## config.mk

```make
export PLATFORM = sky130hd
export DESIGN_NAME = eight_bit_alu_with_bit_ops
export DESIGN_NICKNAME = d
export VERILOG_FILES = /design/src/sv/alu8_pkg.sv /design/src/sv/eight_bit_alu_with_bit_ops.sv
export SDC_FILE = /design/constraint.sdc
export NUM_CORES = 1
export LEC_CHECK = 0
export BUFFER_PORTS_ARGS = -buffer_cell sky130_fd_sc_hd__buf_2
export CORE_UTILIZATION = 55
export DETAILED_ROUTE_END_ITERATION = 8
export PLACE_DENSITY_LB_ADDON = 0.08
export SYNTH_ARGS = -nofsm -noshare
export SYNTH_HDL_FRONTEND = slang
export SYNTH_SLANG_ARGS = --single-unit
```

## constraint.sdc

```tcl
create_clock -name clk -period 3.5 [get_ports clk]
set_input_delay 0.175 -clock clk [delete_from_list [all_inputs] [get_ports clk]]
set_output_delay 0.175 -clock clk [all_outputs]
set_load 0.03 [all_outputs]
```

## src/sv/alu8_pkg.sv

```systemverilog
// Package with operation codes, flag positions and CB-prefix codes for the eight-bit ALU.
`timescale 1ns / 1ps
`default_nettype none
package alu8_pkg;

	// Operation codes carried on req_type.
	typedef enum logic [4:0] {
		OP_ADD   = 5'd0,
		OP_ADC   = 5'd1,
		OP_SUB   = 5'd2,
		OP_SBC   = 5'd3,
		OP_AND   = 5'd4,
		OP_XOR   = 5'd5,
		OP_OR    = 5'd6,
		OP_CP    = 5'd7,
		OP_RLCA  = 5'd8,
		OP_RRCA  = 5'd9,
		OP_RLA   = 5'd10,
		OP_RRA   = 5'd11,
		OP_DAA   = 5'd12,
		OP_CPL   = 5'd13,
		OP_SCF   = 5'd14,
		OP_CCF   = 5'd15,
		OP_CB    = 5'd16,
		OP_ADD16 = 5'd17,
		OP_SP_E8 = 5'd18
	} alu_op_t;

	// Flag bit positions in the packed flag nibble.
	localparam int unsigned FLAG_Z = 3;
	localparam int unsigned FLAG_N = 2;
	localparam int unsigned FLAG_H = 1;
	localparam int unsigned FLAG_C = 0;

	// CB opcode groups, taken from bits 7..6 of the CB opcode.
	localparam logic [1:0] CB_GRP_SHIFT = 2'd0;
	localparam logic [1:0] CB_GRP_BIT   = 2'd1;
	localparam logic [1:0] CB_GRP_RES   = 2'd2;
	localparam logic [1:0] CB_GRP_SET   = 2'd3;

	// Shift group operations, taken from bits 5..3 of the CB opcode.
	localparam logic [2:0] CB_RLC  = 3'd0;
	localparam logic [2:0] CB_RRC  = 3'd1;
	localparam logic [2:0] CB_RL   = 3'd2;
	localparam logic [2:0] CB_RR   = 3'd3;
	localparam logic [2:0] CB_SLA  = 3'd4;
	localparam logic [2:0] CB_SRA  = 3'd5;
	localparam logic [2:0] CB_SWAP = 3'd6;
	localparam logic [2:0] CB_SRL  = 3'd7;

	// Decimal adjust limits and correction nibble.
	localparam logic [3:0] DAA_LO_LIMIT = 4'h9;
	localparam logic [7:0] DAA_LIMIT    = 8'h99;
	localparam logic [3:0] DAA_FIX      = 4'h6;

endpackage
`default_nettype wire

```

## src/sv/eight_bit_alu_with_bit_ops.sv

```systemverilog
// Top level of the pipelined eight-bit ALU with CB-prefix bit operations.
//
// Usage: an operation enters on the input channel (in_valid / in_ready) with
// req_type, operand_a, operand_b and flags_in. Exactly one transaction leaves on
// the output channel (out_valid / out_ready) for every input transaction, in order,
// carrying result, flags_out and result_write.
// Path: an accepted input transaction passes through the decode, arithmetic and
// output registers in turn before it shows on out_valid. Throughput: one
// transaction per cycle while out_ready stays high, set by three register stages
// (decode, arithmetic and result select, zero detect and flag packing), each of
// which holds one item.
// Stalls: each stage moves forward when the stage after it is empty or moving,
// so bubbles are squeezed out. When out_ready stays low the block keeps taking
// transactions until all three stages hold one; only then does in_ready fall.
// Reset: arst_n clears the stage valid bits at once; the pipeline comes out of
// reset empty and ready. The data registers are not reset.
`timescale 1ns / 1ps
`default_nettype none
module eight_bit_alu_with_bit_ops (
	input  wire logic        clk,
	input  wire logic        arst_n,
	input  wire logic        in_valid,
	output logic             in_ready,
	input  wire logic [4:0]  req_type,
	input  wire logic [15:0] operand_a,
	input  wire logic [15:0] operand_b,
	input  wire logic [3:0]  flags_in,
	output logic             out_valid,
	input  wire logic        out_ready,
	output logic [15:0]      result,
	output logic [3:0]       flags_out,
	output logic             result_write
);
	import alu8_pkg::*;

	// Stage valid bits and the ready chain.
	logic v_s1, v_s2, v_s3;
	logic rdy_s1, rdy_s2, rdy_s3;

	// Stage 1: registered inputs plus decode results.
	alu_op_t     op_s1;
	logic [15:0] a_s1;
	logic [15:0] b_s1;
	logic [3:0]  fl_s1;
	logic        cin_s1;
	logic [7:0]  daa_adj_s1;
	logic        daa_c_s1;
	logic [7:0]  cb_mask_s1;

	// Stage 2: selected result, flags except a pending zero test.
	logic [15:0] res_s2;
	logic [3:0]  nf_s2;
	logic        wr_s2;
	logic        zres_s2;
	logic [7:0]  zsrc_s2;

	// Stage 3: output registers.
	logic [15:0] res_s3;
	logic [3:0]  fl_s3;
	logic        wr_s3;

	// Decode logic feeding stage 1.
	alu_op_t    op_in;
	logic       daa_lo;
	logic       daa_hi;
	logic [7:0] a_in8;

	// Arithmetic logic feeding stage 2.
	logic [15:0] res_c;
	logic [3:0]  nf_c;
	logic        wr_c;
	logic        zres_c;
	logic [7:0]  zsrc_c;

	assign rdy_s3   = !v_s3 || out_ready;
	assign rdy_s2   = !v_s2 || rdy_s3;
	assign rdy_s1   = !v_s1 || rdy_s2;
	assign in_ready = rdy_s1;

	// Decode: carry-in for adc/sbc, the decimal adjust value and the CB bit mask.
	always_comb begin
		op_in  = alu_op_t'(req_type);
		a_in8  = operand_a[7:0];
		daa_lo = flags_in[FLAG_H] || (!flags_in[FLAG_N] && (a_in8[3:0] > DAA_LO_LIMIT));
		daa_hi = flags_in[FLAG_C] || (!flags_in[FLAG_N] && (a_in8 > DAA_LIMIT));
	end

	always_ff @(posedge clk or negedge arst_n) begin
		if (!arst_n) begin
			v_s1 <= 1'b0;
		end else if (rdy_s1) begin
			v_s1 <= in_valid;
		end
	end

	always_ff @(posedge clk) begin
		if (in_valid && rdy_s1) begin
			op_s1      <= op_in;
			a_s1       <= operand_a;
			b_s1       <= operand_b;
			fl_s1      <= flags_in;
			cin_s1     <= ((op_in == OP_ADC) || (op_in == OP_SBC)) && flags_in[FLAG_C];
			daa_adj_s1 <= {(daa_hi ? DAA_FIX : 4'h0), (daa_lo ? DAA_FIX : 4'h0)};
			daa_c_s1   <= daa_hi;
			cb_mask_s1 <= 8'h01 << operand_b[5:3];
		end
	end

	// Arithmetic, logic and shift work, then selection by operation.
	always_comb begin
		logic [7:0]  a8;
		logic [7:0]  b8;
		logic [8:0]  sum9;
		logic [4:0]  half5;
		logic [8:0]  dif9;
		logic [4:0]  hdif5;
		logic [16:0] sum17;
		logic [12:0] half13;
		logic [7:0]  cb_r;
		logic        cb_c;

		a8     = a_s1[7:0];
		b8     = b_s1[7:0];
		sum9   = {1'b0, a8} + {1'b0, b8} + {8'h00, cin_s1};
		half5  = {1'b0, a8[3:0]} + {1'b0, b8[3:0]} + {4'h0, cin_s1};
		dif9   = {1'b0, a8} - {1'b0, b8} - {8'h00, cin_s1};
		hdif5  = {1'b0, a8[3:0]} - {1'b0, b8[3:0]} - {4'h0, cin_s1};
		sum17  = {1'b0, a_s1} + {1'b0, b_s1};
		half13 = {1'b0, a_s1[11:0]} + {1'b0, b_s1[11:0]};

		case (b8[5:3])
			CB_RLC:  begin cb_c = a8[7]; cb_r = {a8[6:0], a8[7]}; end
			CB_RRC:  begin cb_c = a8[0]; cb_r = {a8[0], a8[7:1]}; end
			CB_RL:   begin cb_c = a8[7]; cb_r = {a8[6:0], fl_s1[FLAG_C]}; end
			CB_RR:   begin cb_c = a8[0]; cb_r = {fl_s1[FLAG_C], a8[7:1]}; end
			CB_SLA:  begin cb_c = a8[7]; cb_r = {a8[6:0], 1'b0}; end
			CB_SRA:  begin cb_c = a8[0]; cb_r = {a8[7], a8[7:1]}; end
			CB_SWAP: begin cb_c = 1'b0;  cb_r = {a8[3:0], a8[7:4]}; end
			default: begin cb_c = a8[0]; cb_r = {1'b0, a8[7:1]}; end
		endcase

		res_c  = 16'h0000;
		nf_c   = fl_s1;
		wr_c   = 1'b1;
		zres_c = 1'b0;
		zsrc_c = 8'h00;

		case (op_s1)
			OP_ADD, OP_ADC: begin
				res_c  = {8'h00, sum9[7:0]};
				nf_c   = {1'b0, 1'b0, half5[4], sum9[8]};
				zres_c = 1'b1;
				zsrc_c = sum9[7:0];
			end
			OP_SUB, OP_SBC: begin
				res_c  = {8'h00, dif9[7:0]};
				nf_c   = {1'b0, 1'b1, hdif5[4], dif9[8]};
				zres_c = 1'b1;
				zsrc_c = dif9[7:0];
			end
			OP_CP: begin
				// Compare sets flags from the difference but keeps the accumulator.
				res_c  = {8'h00, a8};
				nf_c   = {1'b0, 1'b1, hdif5[4], dif9[8]};
				wr_c   = 1'b0;
				zres_c = 1'b1;
				zsrc_c = dif9[7:0];
			end
			OP_AND: begin
				res_c  = {8'h00, a8 & b8};
				nf_c   = 4'b0010;
				zres_c = 1'b1;
				zsrc_c = a8 & b8;
			end
			OP_XOR: begin
				res_c  = {8'h00, a8 ^ b8};
				nf_c   = 4'b0000;
				zres_c = 1'b1;
				zsrc_c = a8 ^ b8;
			end
			OP_OR: begin
				res_c  = {8'h00, a8 | b8};
				nf_c   = 4'b0000;
				zres_c = 1'b1;
				zsrc_c = a8 | b8;
			end
			OP_RLCA: begin
				res_c = {8'h00, a8[6:0], a8[7]};
				nf_c  = {3'b000, a8[7]};
			end
			OP_RRCA: begin
				res_c = {8'h00, a8[0], a8[7:1]};
				nf_c  = {3'b000, a8[0]};
			end
			OP_RLA: begin
				res_c = {8'h00, a8[6:0], fl_s1[FLAG_C]};
				nf_c  = {3'b000, a8[7]};
			end
			OP_RRA: begin
				res_c = {8'h00, fl_s1[FLAG_C], a8[7:1]};
				nf_c  = {3'b000, a8[0]};
			end
			OP_DAA: begin
				if (fl_s1[FLAG_N]) begin
					zsrc_c = a8 - daa_adj_s1;
				end else begin
					zsrc_c = a8 + daa_adj_s1;
				end
				res_c  = {8'h00, zsrc_c};
				nf_c   = {1'b0, fl_s1[FLAG_N], 1'b0, daa_c_s1};
				zres_c = 1'b1;
			end
			OP_CPL: begin
				res_c = {8'h00, ~a8};
				nf_c  = {fl_s1[FLAG_Z], 1'b1, 1'b1, fl_s1[FLAG_C]};
			end
			OP_SCF: begin
				res_c = {8'h00, a8};
				wr_c  = 1'b0;
				nf_c  = {fl_s1[FLAG_Z], 3'b001};
			end
			OP_CCF: begin
				res_c = {8'h00, a8};
				wr_c  = 1'b0;
				nf_c  = {fl_s1[FLAG_Z], 2'b00, ~fl_s1[FLAG_C]};
			end
			OP_CB: begin
				case (b8[7:6])
					CB_GRP_BIT: begin
						res_c = {8'h00, a8};
						wr_c  = 1'b0;
						nf_c  = {~|(a8 & cb_mask_s1), 1'b0, 1'b1, fl_s1[FLAG_C]};
					end
					CB_GRP_RES: begin
						res_c = {8'h00, a8 & ~cb_mask_s1};
					end
					CB_GRP_SET: begin
						res_c = {8'h00, a8 | cb_mask_s1};
					end
					default: begin
						res_c  = {8'h00, cb_r};
						nf_c   = {3'b000, cb_c};
						zres_c = 1'b1;
						zsrc_c = cb_r;
					end
				endcase
			end
			OP_ADD16: begin
				res_c = sum17[15:0];
				nf_c  = {fl_s1[FLAG_Z], 1'b0, half13[12], sum17[16]};
			end
			OP_SP_E8: begin
				// The carries come from the unsigned low byte sum; the result
				// uses the sign-extended byte.
				res_c = a_s1 + {{8{b8[7]}}, b8};
				nf_c  = {2'b00, half5[4], sum9[8]};
			end
			default: begin
				res_c = 16'h0000;
				nf_c  = fl_s1;
				wr_c  = 1'b0;
			end
		endcase
	end

	always_ff @(posedge clk or negedge arst_n) begin
		if (!arst_n) begin
			v_s2 <= 1'b0;
		end else if (rdy_s2) begin
			v_s2 <= v_s1;
		end
	end

	always_ff @(posedge clk) begin
		if (v_s1 && rdy_s2) begin
			res_s2  <= res_c;
			nf_s2   <= nf_c;
			wr_s2   <= wr_c;
			zres_s2 <= zres_c;
			zsrc_s2 <= zsrc_c;
		end
	end

	// Stage 3: zero test where the operation takes Z from a byte, then the outputs.
	always_ff @(posedge clk or negedge arst_n) begin
		if (!arst_n) begin
			v_s3 <= 1'b0;
		end else if (rdy_s3) begin
			v_s3 <= v_s2;
		end
	end

	always_ff @(posedge clk) begin
		if (v_s2 && rdy_s3) begin
			res_s3 <= res_s2;
			fl_s3  <= {(zres_s2 ? (zsrc_s2 == 8'h00) : nf_s2[FLAG_Z]), nf_s2[2:0]};
			wr_s3  <= wr_s2;
		end
	end

	assign out_valid    = v_s3;
	assign result       = res_s3;
	assign flags_out    = fl_s3;
	assign result_write = wr_s3;

`ifndef SYNTHESIS
	// The input side only stalls when every stage holds a transaction.
	a_full_before_stall: assert property (@(posedge clk) disable iff (!arst_n)
		!in_ready |-> (v_s1 && v_s2 && v_s3))
		else $error("in_ready low while a pipeline stage is empty");

	// An accepted transaction always lands in stage 1.
	a_accept_lands: assert property (@(posedge clk) disable iff (!arst_n)
		(in_valid && in_ready) |=> v_s1)
		else $error("accepted transaction missing from stage 1");

	// A stage 1 item that cannot move holds its operation.
	a_s1_hold: assert property (@(posedge clk) disable iff (!arst_n)
		(v_s1 && !rdy_s2) |=> (v_s1 && $stable(op_s1) && $stable(a_s1)))
		else $error("stalled stage 1 item changed");
`endif

endmodule
`default_nettype wire

```

# After elaboration in Yosys (flattened, before gate mapping)

Cells that the tools add are included.
Widths: inputs -> output; s select.

Word-level logic and storage cells: 123
Input bits: 45
Flip-flop bits (word level): 113
Output and inout port bits: 23

Shift operators: 1
Reductions and logical operators: 34
Magnitude comparators: 2
Add/subtract/negate cells: 13
Equal/unequal tests: 29
Multiplexer cells: 16
Bitwise gates (word level): 9

Operator list:

| operator           | number |
|---|---|
| $pmux 16 s15       | 1 |
| $pmux 8 s7         | 2 |
| $pmux 4 s12        | 1 |
| $eq 5x4->1 const B | 8 |
| $and 8x8->8        | 3 |
| $pmux 8 s3         | 1 |
| $eq 5x3->1 const B | 4 |
| $add 16x16->17     | 1 |
| $add 16x16->16     | 1 |
| $mux 8             | 2 |
| $not 8->8          | 2 |
| $or 8x8->8         | 2 |
| $eq 5x2->1 const B | 3 |
| $eq 5x5->1 const B | 3 |
| $reduce_or 15->1   | 1 |
| $reduce_or 3->1    | 5 |
| $add 12x12->13     | 1 |
| $reduce_or 2->1    | 6 |
| $eq 5x1->1 const B | 2 |
| $add 8x8->9        | 1 |
| $add 9x1->9        | 1 |
| $eq 3x3->1 const B | 3 |
| $reduce_or 9->1    | 1 |
| $sub 8x8->9        | 1 |
| 27 further kinds   | 48 |

# Logic depth before layout (Yosys ltp)

Gate-level depths: netlist of the first run.

Word-level depth: 5
Depth in mapped cells: 14
Depth with buffers taken out: 13

# Worst setup path before layout of the first run

No wires, ideal clock.

Path type: reg-to-reg
Start point: register a_s1[0]
End point: register res_s2[6], data pin
Path slack: -0.080 ns
Data required time: 3.235 ns
Stages on the path, launching flop included: 15
Arrival: 3.316 ns
Period minus slack after synthesis: 3.580 ns
Buffers on the path: 1
Cells stage by stage: edfxtp_1 clkbuf_1 inv_1 fa_1 inv_1 ha_1 or2_2 fa_1 o21ai_0 a21oi_1 o21ai_0 nand2_1 xor2_1 a221oi_1 nand3_1

Word-level cells in the longest chain between the ends: 3
Elaborated cells on any way between the ends: 10
Those cells by class: add/sub: 8; mux: 2

RTL lines:

| element                             | RTL line                          | text |
|---|---|---|
| start: declaration                  | eight_bit_alu_with_bit_ops.sv:42  | `logic [15:0] a_s1;` |
| start signal: assignment            | eight_bit_alu_with_bit_ops.sv:99  | `a_s1 <= operand_a;` |
| $sub 8x8->9 (tied with other cells) | eight_bit_alu_with_bit_ops.sv:126 | `dif9 = {1'b0, a8} - {1'b0, b8} - {8'h00, cin_s1};` |
| $sub 9x1->9 (tied with other cells) | eight_bit_alu_with_bit_ops.sv:126 |  |
| $pmux 16 s15 *                      | eight_bit_alu_with_bit_ops.sv:148 | `case (op_s1)` |
| end signal: assignment              | eight_bit_alu_with_bit_ops.sv:276 | `res_s2 <= res_c;` |
| end: declaration                    | eight_bit_alu_with_bit_ops.sv:51  | `logic [15:0] res_s2;` |

Every way passes the cells marked *; elsewhere a longest branch is shown, timed or not.
A chain may end at the register's enable or synchronous reset.

# Final worst setup path of the first run

Ends and elaborated chain as after synthesis.

==> summary.md, run 1 <==
| Metric | Value |
|---|---|
| Status | `finished, final reports clean` |
| FFs w/ async S/R, synth | `2.83%` |
| GRT overflow | `0` |
| Synth unique cells | `between 60 and 70` |
| I/O pins | `between 60 and 70` |
| Nets | `roughly 930` |
| CTS buffer count | `9` |
| Crit-path max cell delay | `590 ps` |
| Tot Pwr | `about 3.7 mW` |
| CTS max path bufs | `2` |
| DP HPWL | `15100 µm` |
| Crit. End Element | `flip-flop` |
| Crit-path max FO | `3` |
| WS Path Type | `reg -> reg` |
| # fillers | `slightly above 1k` |
| Via density | `between 6 and 7` |
| Clock tree from TritonCTS | `built` |
| Slew Limit Headroom | `33.8%` |
| Worst vdd ir | `0.000336 V` |
| Row cnt | `41` |
| Antenna violations before repair | `0` |
| Cells along the critical path | `inv_1 -> fa_1 -> inv_1 -> ha_1 -> or2_2 -> fa_1 -> o21ai_2 -> a21oi_1 -> o21ai_1 -> nand2_1 -> xor2_1 -> a221oi_1 -> nand3_1` |
| Synth Flop Type | `edfxtp_1` |
| Reg2Reg Depth | `13` |
| IO buf count | `67` |
| Synth warnings | `0` |
| Die Wd | `approximately 120 µm` |
| H-tree depth reported by CTS | `3` |
| Hold Crit Class | `in -> reg` |
| 1st-iter DRT viols | `636` |
| Placer Congestion | `~1.0` |
| Net Count, Synth | `a little over 800` |
| Final Core Density | `67.3%` |
| Cells after synthesis | `712` |
| Vias | `roughly 6k` |
| Avg Cell Area, Syn | `10.0 µm²` |
| Worst r2r src | `a_s1[0]` |
| Worst R2R End | `res_s2[6]` |
| Final WS setup | `about 210 ps` |
| Critical path origin | `a_s1[0]` |
| R2R setup slack | `approximately 210 ps` |
| Final Max Tran Viols | `0` |
| Initial Utilization | `between 50% and 60%` |
| Worst-Margin Slew | `993 ps` |
| Register area share after synthesis | `approximately 44%` |
| Setup_tns | `0 ps` |
| DRC viols | `0` |
| Fin crit share | `93.9%` |
| Overall Global Routing Usage | `around 32%` |
| Number of flops mapped to enable cells by yosys | `just over 100` |
| Max-cap violations | `0` |
| HP Start | `operand_a[3]` |
| RSZ-0062 raised after global routing | `no` |
| Clock transition at the registers of the reported paths | `around 70 ps` |
| Fraction of layout cells with a size suffix above 1 | `17.1%` |
| ANT cells | `0` |
| Critical Path RT | `~3600 ps` |
| Final Hold Viols | `0` |
| Wire per inst | `just over 20 µm` |
| Detail Route Antenna Nets | `0` |
| Worst path arrival time | `roughly 3400 ps` |
| Vias in the first global route | `approximately 5.7k` |
| Worst Hold End | `a_s1[3]` |
| Core box area | `~13000 µm²` |
| Setup Fix Bufs, Post-CTS | `0` |
| Period minus WS final | `3290 ps` |
| Startpoint types | `flip-flop` |
| Flops & latches, synth | `between 100 and 150` |
| Synth-to-layout area growth | `19.0%` |
| Max Freq | `about 300 MHz` |
| Pwr Density | `approximately 440 nW/µm²` |
| CP max-delay cell | `fa_1` |
| Chip height | `approximately 120 µm` |
| Mapped Area | `between 7000 and 8000 µm²` |
| Finish-stage setup viols | `0` |
| Clk_lat worst skew | `between 300 and 400 ps` |
| Final Skew | `around 13 ps` |
| Drt total wl | `approximately 20000 µm` |
| Pre-CTS setup slack | `around 43 ps` |
| First-pass GRT wire length | `31100 µm` |
| Initial DRT Pass Iterations | `8` |
| Root Buffer | `clkbuf_16` |
| Largest net degree at the start of global routing | `44` |
| Die ar. | `around 13000 µm²` |
| WHS | `2.66 ps` |
| Lkg Pwr | `between 3 and 4 nW` |
| CTS Sinks | `about 110` |
| Worst hold path depth | `1` |
## per-stage QoR
stage,instances,cell area (µm²)
final,1004,8490
after CTS,1003,8480
after global placement,955,7840
after global routing,1004,8490
after detailed placement,955,7840
after floorplan,712,7140
## state kept, by name (all words and copies together) (netlist names), 2 cells and up
register / cells
a_s1: 16
b_s1: 16
cb_mask_s1: 8
daa_adj_s1: 2
fl_s1: 4
flags_out: 4
nf_s2: 4
op_s1: 5
res_s2: 16
result: 16
zsrc_s2: 8
## cells by family after synthesis
logic type	Yosys count	share of synthesized area, %
buf+inv	82	4.52
xor+xnor	36	4.42
flops	106	44.4
compound gates	211	19.8
mux	12	1.86
simple gates	206	14.1
fa+ha+maj	59	10.9
## layout by cell type (no fill, tap or decap), types with 5 or more instances in the layout
cell type / n
edfxtp_1: 103
nand2_1: 67
buf_2: 67
ha_1: 54
a21oi_1: 49
inv_1: 44
o21ai_0: 44
buf_4: 40
nor2_1: 38
dlygate4sd3_1: 33
o22ai_1: 22
xnor2_1: 20
nor3_1: 17
xor2_1: 16
nand2b_1: 15
nand3_1: 15
a22oi_1: 12
mux2i_1: 11
a31oi_1: 10
clkbuf_16: 9
a21o_1: 8
a222oi_1: 8
o211ai_1: 8
o21a_1: 8
or3_1: 7
a211oi_1: 7
nor4_1: 6
and2_1: 6
and3_1: 6
or2_2: 5
nand4_1: 5
a221oi_1: 5
fa_1: 5
## how the worst max path moves through the flow
stage,endpoint,slack (ps)
5_1_grt,nf_s2[0],30
3_5_place_dp,nf_s2[0],40
3_3_place_gp,res_s2[6],110
4_1_cts,res_s2[6],30
6_report,res_s2[6],210
2_1_floorplan,res_s2[6],60
## synth_stat cells (all sizes together), types with 8 or more instances
cell type,number,area share (%)
a22oi,12,1.3
nand2,68,3.6
o211ai,8,0.84
buf,10,0.72
a222oi,8,1.1
xor2,16,2.0
o21ai,47,3.3
o21a,8,0.84
xnor2,20,2.5
nor2,38,2.0
edfxtp,103,43
clkbuf,26,1.4
a31oi,11,1.1
a21oi,50,3.6
nand2b,15,1.3
o22ai,22,1.9
mux2i,11,1.5
nand3,16,1.2
a21o,8,0.84
inv,44,2.3
nor3,17,1.2
ha,54,9.5
## layout make-up
class / instances / area, µm² / share of cell area [%]
clock buffer: 9 / 225 / 2.65
clock inverter: 7 / 96.3 / 1.13
inverter: 46 / 173 / 2.03
multi-input combinational: 524 / 3650 / 43.0
sequential: 106 / 3170 / 37.3
tap: 172 / 215 / 2.53
timing repair buffer: 140 / 966 / 11.4
## what timing repair did
item	4_1_cts	5_1_grt
hold buffers	32	1
endpoints found under the hold margin	34	1
setup endpoints to repair	0	4
gates resized for setup	0	3
## where the power goes
part	internal [mW]	total, mW	switching [mW]	leakage, nW
Clock	0.577	1.07	0.492	0.154
Combinational	0.400	1.03	0.632	2.30
Sequential	1.54	1.61	0.0615	1.04
## critical path: cells and delay by family (launching register included)
family                   cells  cell delay [ps]
AO/OA/AOI/OAI                4              700
adder cells (fa/ha/maj)      3             1160
flip-flops                   1              340
AND/OR/NAND/NOR              3              530
XOR/XNOR                     1              160
buffers and inverters        2              120
## per-layer routing
layer	track usage, %	part of all wire [%]
met1	43.1	43
met2	49.5	45
met3	6.69	8.4
met4	15.0	3.9
met5	0	0
Note: power is estimated with default switching activity, not from simulation.
==> inputs of run 2 (changes only) <==
CORE_UTILIZATION = 60   (was 55)
REMOVE_ABC_BUFFERS = 1   (was unset)
clock period = 3.65 ns   (was 3.5 ns; I/O delays follow)
==> run 2 against run 1 <==
  * The flow now finishes with violations (design-rule violations, negative hold slack)
  * Combinational power is 5% lower
  * Setup slack worse by 43 ps
  * Flip-flop and latch count stayed put
  * Clock skew is 4.2 ps lower
  * Register-to-register slack worse by 40 ps
  * Critical path type unchanged
==> summary.md, run 2 (same netlist as run 1, synthesis figures left out) <==
| Metric | Value |
|---|---|
| Status | `finished, violations left` |
| Failing checks | `design-rule violations, negative hold slack` |
| Clock tree from TritonCTS | `built` |
| Hold Crit Class | `in -> reg` |
| Antenna violations before repair | `0` |
| Fraction of layout cells with a size suffix above 1 | `16.3%` |
| Period minus WS final | `around 3500 ps` |
| Tot Pwr | `3.52 mW` |
| CTS max path bufs | `2` |
| Wire per inst | `around 22 µm` |
| # fillers | `between 800 and 900` |
| Pre-CTS setup slack | `between 80 and 90 ps` |
| Most frequent cells in the layout | `edfxtp_1 (103), nand2_1 (67), buf_2 (67)` |
| Crit. End Element | `flip-flop` |
| Lkg Pwr | `about 3.4 nW` |
| Nets | `907` |
| ANT cells | `0` |
| Setup_tns | `0 ps` |
| Final Hold Viols | `1` |
| WS Path Type | `reg -> reg` |
| Worst vdd ir | `0.000240 V` |
| Chip height | `between 100 and 150 µm` |
| Worst path arrival time | `around 3600 ps` |
| Worst r2r src | `b_s1[0]` |
| Max Freq | `287 MHz` |
| Clk_lat worst skew | `360 ps` |
| Row cnt | `39` |
| CTS buffer count | `9` |
| Final Core Density | `between 70 and 80%` |
| Drt total wl | `approximately 21000 µm` |
| Overall Global Routing Usage | `between 30 and 40%` |
| Critical Path RT | `about 3700 ps` |
| IO buf count | `67` |
| Core box area | `between 10000 and 15000 µm²` |
| Die ar. | `about 12000 µm²` |
| Reg2Reg Depth | `13` |
| Final Max Tran Viols | `0` |
| Commonest non-fill, non-tap cell in the layout | `edfxtp_1` |
| Detail Route Antenna Nets | `0` |
| Worst-Margin Slew | `around 1200 ps` |
| H-tree depth reported by CTS | `3` |
| Largest net degree at the start of global routing | `between 50 and 60` |
| Initial Utilization | `about three fifths` |
| DRC viols | `8` |
| Worst R2R End | `nf_s2[0]` |
| R2R setup slack | `between 150 and 200 ps` |
| Final Skew | `around 9 ps` |
| Placer Congestion | `about 0.97` |
| Pwr Density | `428 nW/µm²` |
| Slew Limit Headroom | `17.1%` |
| Finish-stage setup viols | `0` |
| Vias in the first global route | `roughly 6k` |
| Die Wd | `about 110 µm` |
| RSZ-0062 raised after global routing | `no` |
| WHS | `-2.99 ps` |
| Startpoint types | `flip-flop` |
| Fin crit share | `between 90% and 100%` |
| Initial DRT Pass Iterations | `9` |
| Vias | `roughly 6.2k` |
| DP HPWL | `approximately 15000 µm` |
| Crit-path max FO | `4` |
| Root Buffer | `clkbuf_16` |
| GRT overflow | `0` |
| Final WS setup | `169 ps` |
| First-pass GRT wire length | `31600 µm` |
| CTS Sinks | `106` |
| I/O pins | `approximately 70` |
| 1st-iter DRT viols | `just under 800` |
| Via density | `around 6.5` |
| Critical path origin | `b_s1[0]` |
| Max-cap violations | `0` |
| Clock transition at the registers of the reported paths | `approximately 70 ps` |
| Synth-to-layout area growth | `15.3%` |
| Capture point of the critical path | `nf_s2[0]` |
run 2: layout make-up:
class	count	area (µm²)	area share (%)
Clock inverter	7	83.8	1.02
Timing Repair Buffer	116	751	9.12
Clock buffer	9	225	2.74
Sequential cell	106	3170	38.5
Inverter	46	173	2.10
Tap cell	143	179	2.17
Multi-Input combinational cell	524	3650	44.3
run 2: repair_timing:
| action | CTS | global route |
|---|---|---|
| hold buffers | 18 | 1 |
| resized for setup | 0 | 3 |
| buffers inserted | 0 | 0 |
| endpoints found under the hold margin | 20 | 1 |
| endpoints found under the setup margin | 0 | 2 |
run 2: worst min path at each step:
stage	cells after the start	from	slack [ps]	end
after floorplan	0	arst_n	-110	out_valid
final	1	operand_a[11]	-3	a_s1[11]
after CTS	1	operand_a[11]	0.4	a_s1[11]
after detailed placement	1	arst_n	-20	v_s1
after global placement	1	arst_n	-20	out_valid
after global routing	1	operand_a[11]	3	a_s1[11]
run 2: critical path, cell delays in order (launching register included):
cell,delay (ps)
edfxtp_1,410
inv_1,100
fa_1,580
inv_1,60
ha_1,170
or2_2,310
fa_1,460
o21ai_2,190
a21oi_1,100
o21ai_1,160
a21oi_1,120
o21a_1,210
o21ai_0,220
a31oi_1,130
run 2: metrics by stage:
step / area, µm² / cells
floorplan: 6980 / 676
global placement: 7720 / 916
detailed placement: 7720 / 916
CTS: 8210 / 950
global route: 8230 / 951
finish: 8230 / 951
run 2: power by group:
part | internal, mW | switching [mW]
Combinational | 0.365 | 0.614
Clock | 0.545 | 0.455
Sequential | 1.48 | 0.0605
run 2: metal layers:
| metal | vias to the layer above | track usage, % | wire, µm |
|---|---|---|---|
| met4 | 0 | 17.2 | 850 |
| met2 | 365 | 54.0 | 9510 |
| met3 | 57 | 6.62 | 2180 |
| met5 | - | 0 | 0 |
| li1 | 2833 | - | - |
| met1 | 2901 | 45.9 | 8380 |
